$ cat config.mk
export PLATFORM = sky130hd
export DESIGN_NAME = fibonacci_matrix_power
export DESIGN_NICKNAME = d
export VERILOG_FILES = /design/src/design/fmp_pkg.sv /design/src/design/fibonacci_matrix_power.sv
export SDC_FILE = /design/constraint.sdc
export NUM_CORES = 2
export LEC_CHECK = 0
export BUFFER_PORTS_ARGS = -buffer_cell sky130_fd_sc_hd__buf_2
export CORE_ASPECT_RATIO = 1.1
export CORE_MARGIN = 1
export CORE_UTILIZATION = 45
export CTS_CLUSTER_DIAMETER = 30
export DETAILED_ROUTE_END_ITERATION = 8
export MAX_ROUTING_LAYER = met4
export PLACE_DENSITY_LB_ADDON = 0.08
export SETUP_SLACK_MARGIN = 0.4
export SLEW_MARGIN = 10
export SYNTH_ARGS = -nofsm -noshare
export SYNTH_HDL_FRONTEND = slang
export SYNTH_SLANG_ARGS = --single-unit
$ cat constraint.sdc
create_clock -name clk -period 18.9 [get_ports clk]
set_input_delay 3.78 -clock clk [delete_from_list [all_inputs] [get_ports clk]]
set_output_delay 3.78 -clock clk [all_outputs]
set_load 0.02 [all_outputs]
$ cat src/design/fmp_pkg.sv
// ----------------------------------------------------------------------------
// fmp_pkg
// shared types and constants for the fibonacci matrix power block
// ----------------------------------------------------------------------------
package fmp_pkg;

  // field and bus widths
  localparam int INDEX_W    = 31;
  localparam int FIB_W      = 32;
  localparam int IN_TDATA_W = 32;
  localparam int OUT_TDATA_W = 32;

  // sequencer states
  typedef enum logic [2:0] {
    ST_IDLE,
    ST_SCAN,
    ST_DBL,
    ST_ADV,
    ST_FINISH
  } state_t;

  // products of one doubling step, in the order they run
  typedef enum logic [1:0] {
    OP_CROSS,   // a * (2b - a)
    OP_SQ_A,    // a * a
    OP_SQ_B     // b * b, accumulated onto a * a
  } mul_op_t;

endpackage

$ cat src/design/fibonacci_matrix_power.sv
// ----------------------------------------------------------------------------
// fibonacci_matrix_power
// n-th fibonacci number modulo 2^VALUE_BITS by repeated doubling
// ----------------------------------------------------------------------------
// Usage
//   s_* channel: one transaction carries an index n in s_tdata; one result
//   transaction on the m_* channel carries F(n), with F(0) = 0, F(1) = 1,
//   wrapped to VALUE_BITS bits and shown as a 32-bit two's complement value.
//   s_tready is high only while the sequencer is idle; one index is worked
//   on at a time.
//   The bits of n-1 are scanned from the top of INDEX_BITS bits down.  The
//   first set bit takes a scan step and an advance step; every later bit
//   takes a set-up step and a doubling step of three products on one shared
//   multiply-accumulate unit, each product worked digit by digit, plus an
//   advance step when the bit is set.  Leading zeros take one scan step
//   each.  Index zero goes from the accept state straight to finish.
//   The result waits in an output register; the next index is accepted
//   while it waits, and a finished result holds the sequencer until the
//   receiver has taken the previous one.
//   rst (synchronous) empties the output register and returns to idle.
// ----------------------------------------------------------------------------
module fibonacci_matrix_power #(
  parameter int VALUE_BITS = 32,
  parameter int INDEX_BITS = 31
) (
  input  logic                           clk,
  input  logic                           rst,
  // slave side
  input  logic                           s_tvalid,
  output logic                           s_tready,
  input  logic [fmp_pkg::IN_TDATA_W-1:0]  s_tdata,   // [30:0] index, [31] zero pad
  // master side
  output logic                           m_tvalid,
  input  logic                           m_tready,
  output logic [fmp_pkg::OUT_TDATA_W-1:0] m_tdata    // [31:0] fib_value
);

  import fmp_pkg::*;

  // multiplier digit sizes
  localparam int DIGIT_BITS = (VALUE_BITS > 32) ? 16 : VALUE_BITS;
  localparam int NUM_DIGITS = (VALUE_BITS + DIGIT_BITS - 1) / DIGIT_BITS;
  localparam int PAD_BITS   = NUM_DIGITS * DIGIT_BITS;
  localparam int DIG_W      = (NUM_DIGITS > 1) ? $clog2(NUM_DIGITS) : 1;
  localparam int CNT_W      = $clog2(INDEX_BITS);

  state_t                  state, state_next;
  mul_op_t                 op;
  logic [DIG_W-1:0]        dig;
  logic [CNT_W-1:0]        cnt;
  logic [INDEX_BITS-1:0]   e;
  logic                    started;
  logic [VALUE_BITS-1:0]   fa, fb, tmp, s1, acc;

  logic [INDEX_BITS-1:0]   n_in;
  logic                    bit_now, last_bit, mul_last, step_adv;
  logic [VALUE_BITS-1:0]   mx, my;
  logic [PAD_BITS-1:0]     my_pad;
  logic [DIGIT_BITS-1:0]   digit;
  logic [VALUE_BITS+DIGIT_BITS-1:0] pp;
  logic [VALUE_BITS-1:0]   pp_low, sum;
  logic                    out_free;

  assign n_in     = INDEX_BITS'(s_tdata[INDEX_W-1:0]);
  assign bit_now  = e[INDEX_BITS-1];
  assign last_bit = (cnt == '0);
  assign mul_last = (dig == DIG_W'(NUM_DIGITS - 1));
  assign out_free = !m_tvalid || m_tready;
  assign s_tready = (state == ST_IDLE);

  // shared multiply-accumulate unit, one digit of my per cycle
  always_comb begin
    case (op)
      OP_CROSS: begin
        mx = fa;
        my = tmp;
      end
      OP_SQ_A: begin
        mx = fa;
        my = fa;
      end
      default: begin
        mx = fb;
        my = fb;
      end
    endcase
  end

  assign my_pad = PAD_BITS'(my);
  assign digit  = my_pad[dig * DIGIT_BITS +: DIGIT_BITS];
  assign pp     = mx * digit;
  assign pp_low = pp[VALUE_BITS-1:0];
  assign sum    = acc + (pp_low << (dig * DIGIT_BITS));

  // end of one index bit: move on to the next bit
  assign step_adv = (state == ST_SCAN && !started && !bit_now)
                 || (state == ST_DBL && mul_last && op == OP_SQ_B && !bit_now)
                 || (state == ST_ADV);

  // state register
  always_ff @(posedge clk) begin
    if (rst) begin
      state <= ST_IDLE;
    end else begin
      state <= state_next;
    end
  end

  // next state
  always_comb begin
    state_next = state;
    unique case (state)
      ST_IDLE: begin
        if (s_tvalid) begin
          state_next = (n_in == '0) ? ST_FINISH : ST_SCAN;
        end
      end
      ST_SCAN: begin
        if (started) begin
          state_next = ST_DBL;
        end else if (bit_now) begin
          state_next = ST_ADV;
        end else if (last_bit) begin
          state_next = ST_FINISH;
        end
      end
      ST_DBL: begin
        if (mul_last && op == OP_SQ_B) begin
          if (bit_now) begin
            state_next = ST_ADV;
          end else begin
            state_next = last_bit ? ST_FINISH : ST_SCAN;
          end
        end
      end
      ST_ADV: begin
        state_next = last_bit ? ST_FINISH : ST_SCAN;
      end
      ST_FINISH: begin
        if (out_free) begin
          state_next = ST_IDLE;
        end
      end
      default: state_next = ST_IDLE;
    endcase
  end

  // output register valid flag
  always_ff @(posedge clk) begin
    if (rst) begin
      m_tvalid <= 1'b0;
    end else if (state == ST_FINISH && out_free) begin
      m_tvalid <= 1'b1;
    end else if (m_tready) begin
      m_tvalid <= 1'b0;
    end
  end

  // output data
  always_ff @(posedge clk) begin
    if (state == ST_FINISH && out_free) begin
      m_tdata <= OUT_TDATA_W'(FIB_W'(fb));
    end
  end

  // datapath: pair (fa, fb) = (F(k), F(k+1)) over the scanned prefix k
  always_ff @(posedge clk) begin
    if (state == ST_IDLE && s_tvalid) begin
      e       <= n_in - INDEX_BITS'(1);
      cnt     <= CNT_W'(INDEX_BITS - 1);
      fa      <= '0;
      fb      <= (n_in == '0) ? '0 : VALUE_BITS'(1);
      started <= 1'b0;
    end

    // doubling set-up: t = 2b - a
    if (state == ST_SCAN && started) begin
      tmp <= {fb[VALUE_BITS-2:0], 1'b0} - fa;
      op  <= OP_CROSS;
      dig <= '0;
      acc <= '0;
    end

    // doubling products: F(2k) = a(2b - a), F(2k+1) = a^2 + b^2
    if (state == ST_DBL) begin
      if (!mul_last) begin
        dig <= dig + DIG_W'(1);
        acc <= sum;
      end else begin
        dig <= '0;
        case (op)
          OP_CROSS: begin
            s1  <= sum;
            acc <= '0;
            op  <= OP_SQ_A;
          end
          OP_SQ_A: begin
            acc <= sum;
            op  <= OP_SQ_B;
          end
          default: begin
            fa <= s1;
            fb <= sum;
          end
        endcase
      end
    end

    // set bit: (a, b) -> (b, a + b)
    if (state == ST_ADV) begin
      fa      <= fb;
      fb      <= fa + fb;
      started <= 1'b1;
    end

    // next index bit
    if (step_adv && !last_bit) begin
      e   <= {e[INDEX_BITS-2:0], 1'b0};
      cnt <= cnt - CNT_W'(1);
    end
  end

endmodule

==> summary.md <==
| Metric | Value |
|---|---|
| Worst Hold Class | reg2reg |
| Wirelength per Cell | 22.23 um |
| DIE HEIGHT | 269.8 um |
| Die Span X | 245.5 um |
| Nets@finish | 3948 |
| Final Hold Fails | 0 |
| Crit path buf inv count | 7 |
| Sequential area share after synthesis | 0.2050 |
| Most frequent cell after synthesis | inv_1 |
| Final Cycle Share | 0.6584 |
| Syn_area_per_cell | 9.064 um2 |
| Synth Net Count | 3903 |
| RSZ-0062 raised after global routing | no |
| DIE AREA | 66230 um2 |
| Share of cells above drive strength 1 | 0.07934 |
| Setup_tns | 0 ns |
| First-pass GRT wire length | 142.4 mm |
| Final setup fails | 0 |
| FP Rows | 97 |
| Max cap viols | 0 |
| #FFs+latches synth | 235 |
| Cell mode on critical path | fa_1 |
| Main flop type after synthesis | edfxtp_1 |
| Total wire length | 92.39 mm |
| Synth unique cells | 80 |
| Crit start category | flop |
| Initial antenna violation count | 1 |
| Root Buffer | clkbuf_16 |
| Ys Warns | 0 |
| Synth Cell Area | 29340 um2 |
| Fill cells | 6069 |
| Largest delay share family, worst path | adder cells |
| # port buffers | 68 |
| Crit. End Element | flop |
| CTS max path bufs | 3 |
| WP data arrival | 12.93 ns |
| Required @ worst endpoint | 19.39 ns |
| Multi-input gate area | 21160 um2 |
| Post-CTS Resized | 0 |
| # IOs | 70 |
| HPWL after DPL | 71.39 mm |
| Critical path's slowest cell | o311ai_0 |
| FF/Latch Area | 6020 um2 |
| H-tree levels | 2 |
| Layout area overhead | 9.830% |
| CTS Hold Bufs | 0 |
| Actual slew at the worst max-slew pin | 1.189 ns |
| Mapped Cells | 3237 |
| Share of the synthesized area in the top cell type | 0.2804 |
| Crit path max fanout | 63 |
| Min-Delay Endpoint | acc[27] |
| TritonCTS clock tree | done |
| Clk_lat worst skew | 0.55 ns |
| Core area | 64080 um2 |
| Total gr overflow | 0 |
| Clk slew on worst S/H paths | 0.06 ns |
| Post-synth top cells | inv_1, nor2_1, fa_1 |
| Total GRT Usage | 0.2924 |
| Count of pins over their slew limit | 0 |
| R2r startpoint | op[1] |
| Final worst setup slack | 6.457 ns |
| Initial DRC Count | 1539 |
| Hold path depth | 1 |
| DR DRC count | 0 |
| Drt pass-1 iters | 5 |
| Placed cell area | 30730 um2 |
| R2r endpoint | fb[28] |
| Final instance area | 32220 um2 |
| Antenna-violating nets left | 0 |
| Routability congestion estimate | 0.9267 |
| Sink Count | 235 |
| Max Clock Skew | 0.03354 ns |
| Largest net degree at the start of global routing | 92 |
| Worst path max stage delay | 0.84 ns |
| Buffer count from post-CTS setup fixing | 0 |
| Dpl ws | 6.611 ns |
| Vias | 23430 |
| Initial Utilization | 0.4578 |
| HP Start | acc[27] |
| R2R cell count | 34 |
| Post-synth EDFFs | 131 |
| Vias in the first global route | 24060 |
| Setup Crit Path Kind | reg2reg |
| Final core utilization | 0.5029 |
| Slew HR | 0.2003 |
| Reg2Reg Setup Slack | 6.46 ns |
| Area leader, netlist | fa_1 |
| TritonCTS Buffers | 42 |
| Outcome | complete, no violations |
| Synth area leaders | fa_1, edfxtp_1, ha_1, dfxtp_1, inv_1 |
| Post-layout min period | 12.44 ns |
| Via density | 5.635 |
| Maximum clock rate | 80.37 MHz |
| Asr flop ratio synth | 0 |
==> layout by cell type, fill, tap and decap left out, types with 9 or more instances in the layout <==
master / instances
inv_1: 466
nor2_1: 458
fa_1: 411
nand2_1: 356
ha_1: 219
a21oi_1: 151
xnor2_1: 132
edfxtp_1: 131
dfxtp_1: 103
o21ai_0: 90
buf_2: 68
a221oi_1: 60
a21o_1: 56
xor2_1: 54
buf_4: 54
clkbuf_16: 45
nand2b_1: 38
nor3_1: 32
a22o_1: 31
o21a_1: 24
nand3_1: 24
mux2i_1: 23
nor2b_1: 15
mux2i_2: 13
o21bai_1: 13
a211oi_1: 13
mux2_2: 12
nor4_1: 12
and2_1: 11
o21ai_1: 10
and3_1: 10
nand4_1: 10
a31oi_1: 9
o211ai_1: 9
==> stage by stage <==
step                      hold slack (ns)  std cells
after detailed placement           0.4721       4079
after global routing               0.4968       4157
after floorplan                    0.4356       3237
after CTS                          0.4797       4156
final                              0.4825       4157
after global placement             0.4452       4079
==> routing by layer <==
layer,vias up,wire length [um],GRT usage,share of wire
li1,10690,-,-,-
met1,11790,39260,0.3732,0.42
met2,761,44190,0.4782,0.48
met3,182,4731,0.02822,0.051
met4,0,4213,0.1138,0.046
met5,-,0,-,0
==> state kept, by name, indices dropped and copies added, names as in the netlist <==
signal	count
s1	32
started	1
op	2
m_tvalid	1
tmp	32
m_tdata	32
state	3
e	31
fa	32
acc	32
cnt	5
fb	32
==> worst max-delay path by stage <==
stage               start  cells past startpoint       to
finish              op[1]                     34   fb[28]
global route        op[1]                     34   fb[28]
CTS                 op[1]                     34   fb[28]
detailed placement  op[1]                     34   fb[28]
global placement    op[1]                     34   fb[28]
floorplan           op[1]                     39  acc[31]
==> final cells by class <==
cell class | count | share of cell area
Sequential cell | 235 | 0.1868
Timing Repair Buffer | 122 | 0.02314
Inverter | 467 | 0.05440
Tap cell | 841 | 0.03266
Clock inverter | 27 | 0.009513
Multi-Input combinational cell | 2414 | 0.6566
Clock buffer | 50 | 0.03677
Antenna cell | 1 | 0.00007766
==> kinds of logic after synthesis <==
| logic type | share of synthesized area |
|---|---|
| simple gates | 0.1409 |
| compound gates | 0.1247 |
| mux | 0.02030 |
| buf+inv | 0.07774 |
| xor+xnor | 0.05740 |
| flops | 0.2050 |
| fa+ha+maj | 0.3738 |
Power is not shown: default switching activity piles up to over one toggle a cycle in this logic, so the estimate is an artifact.
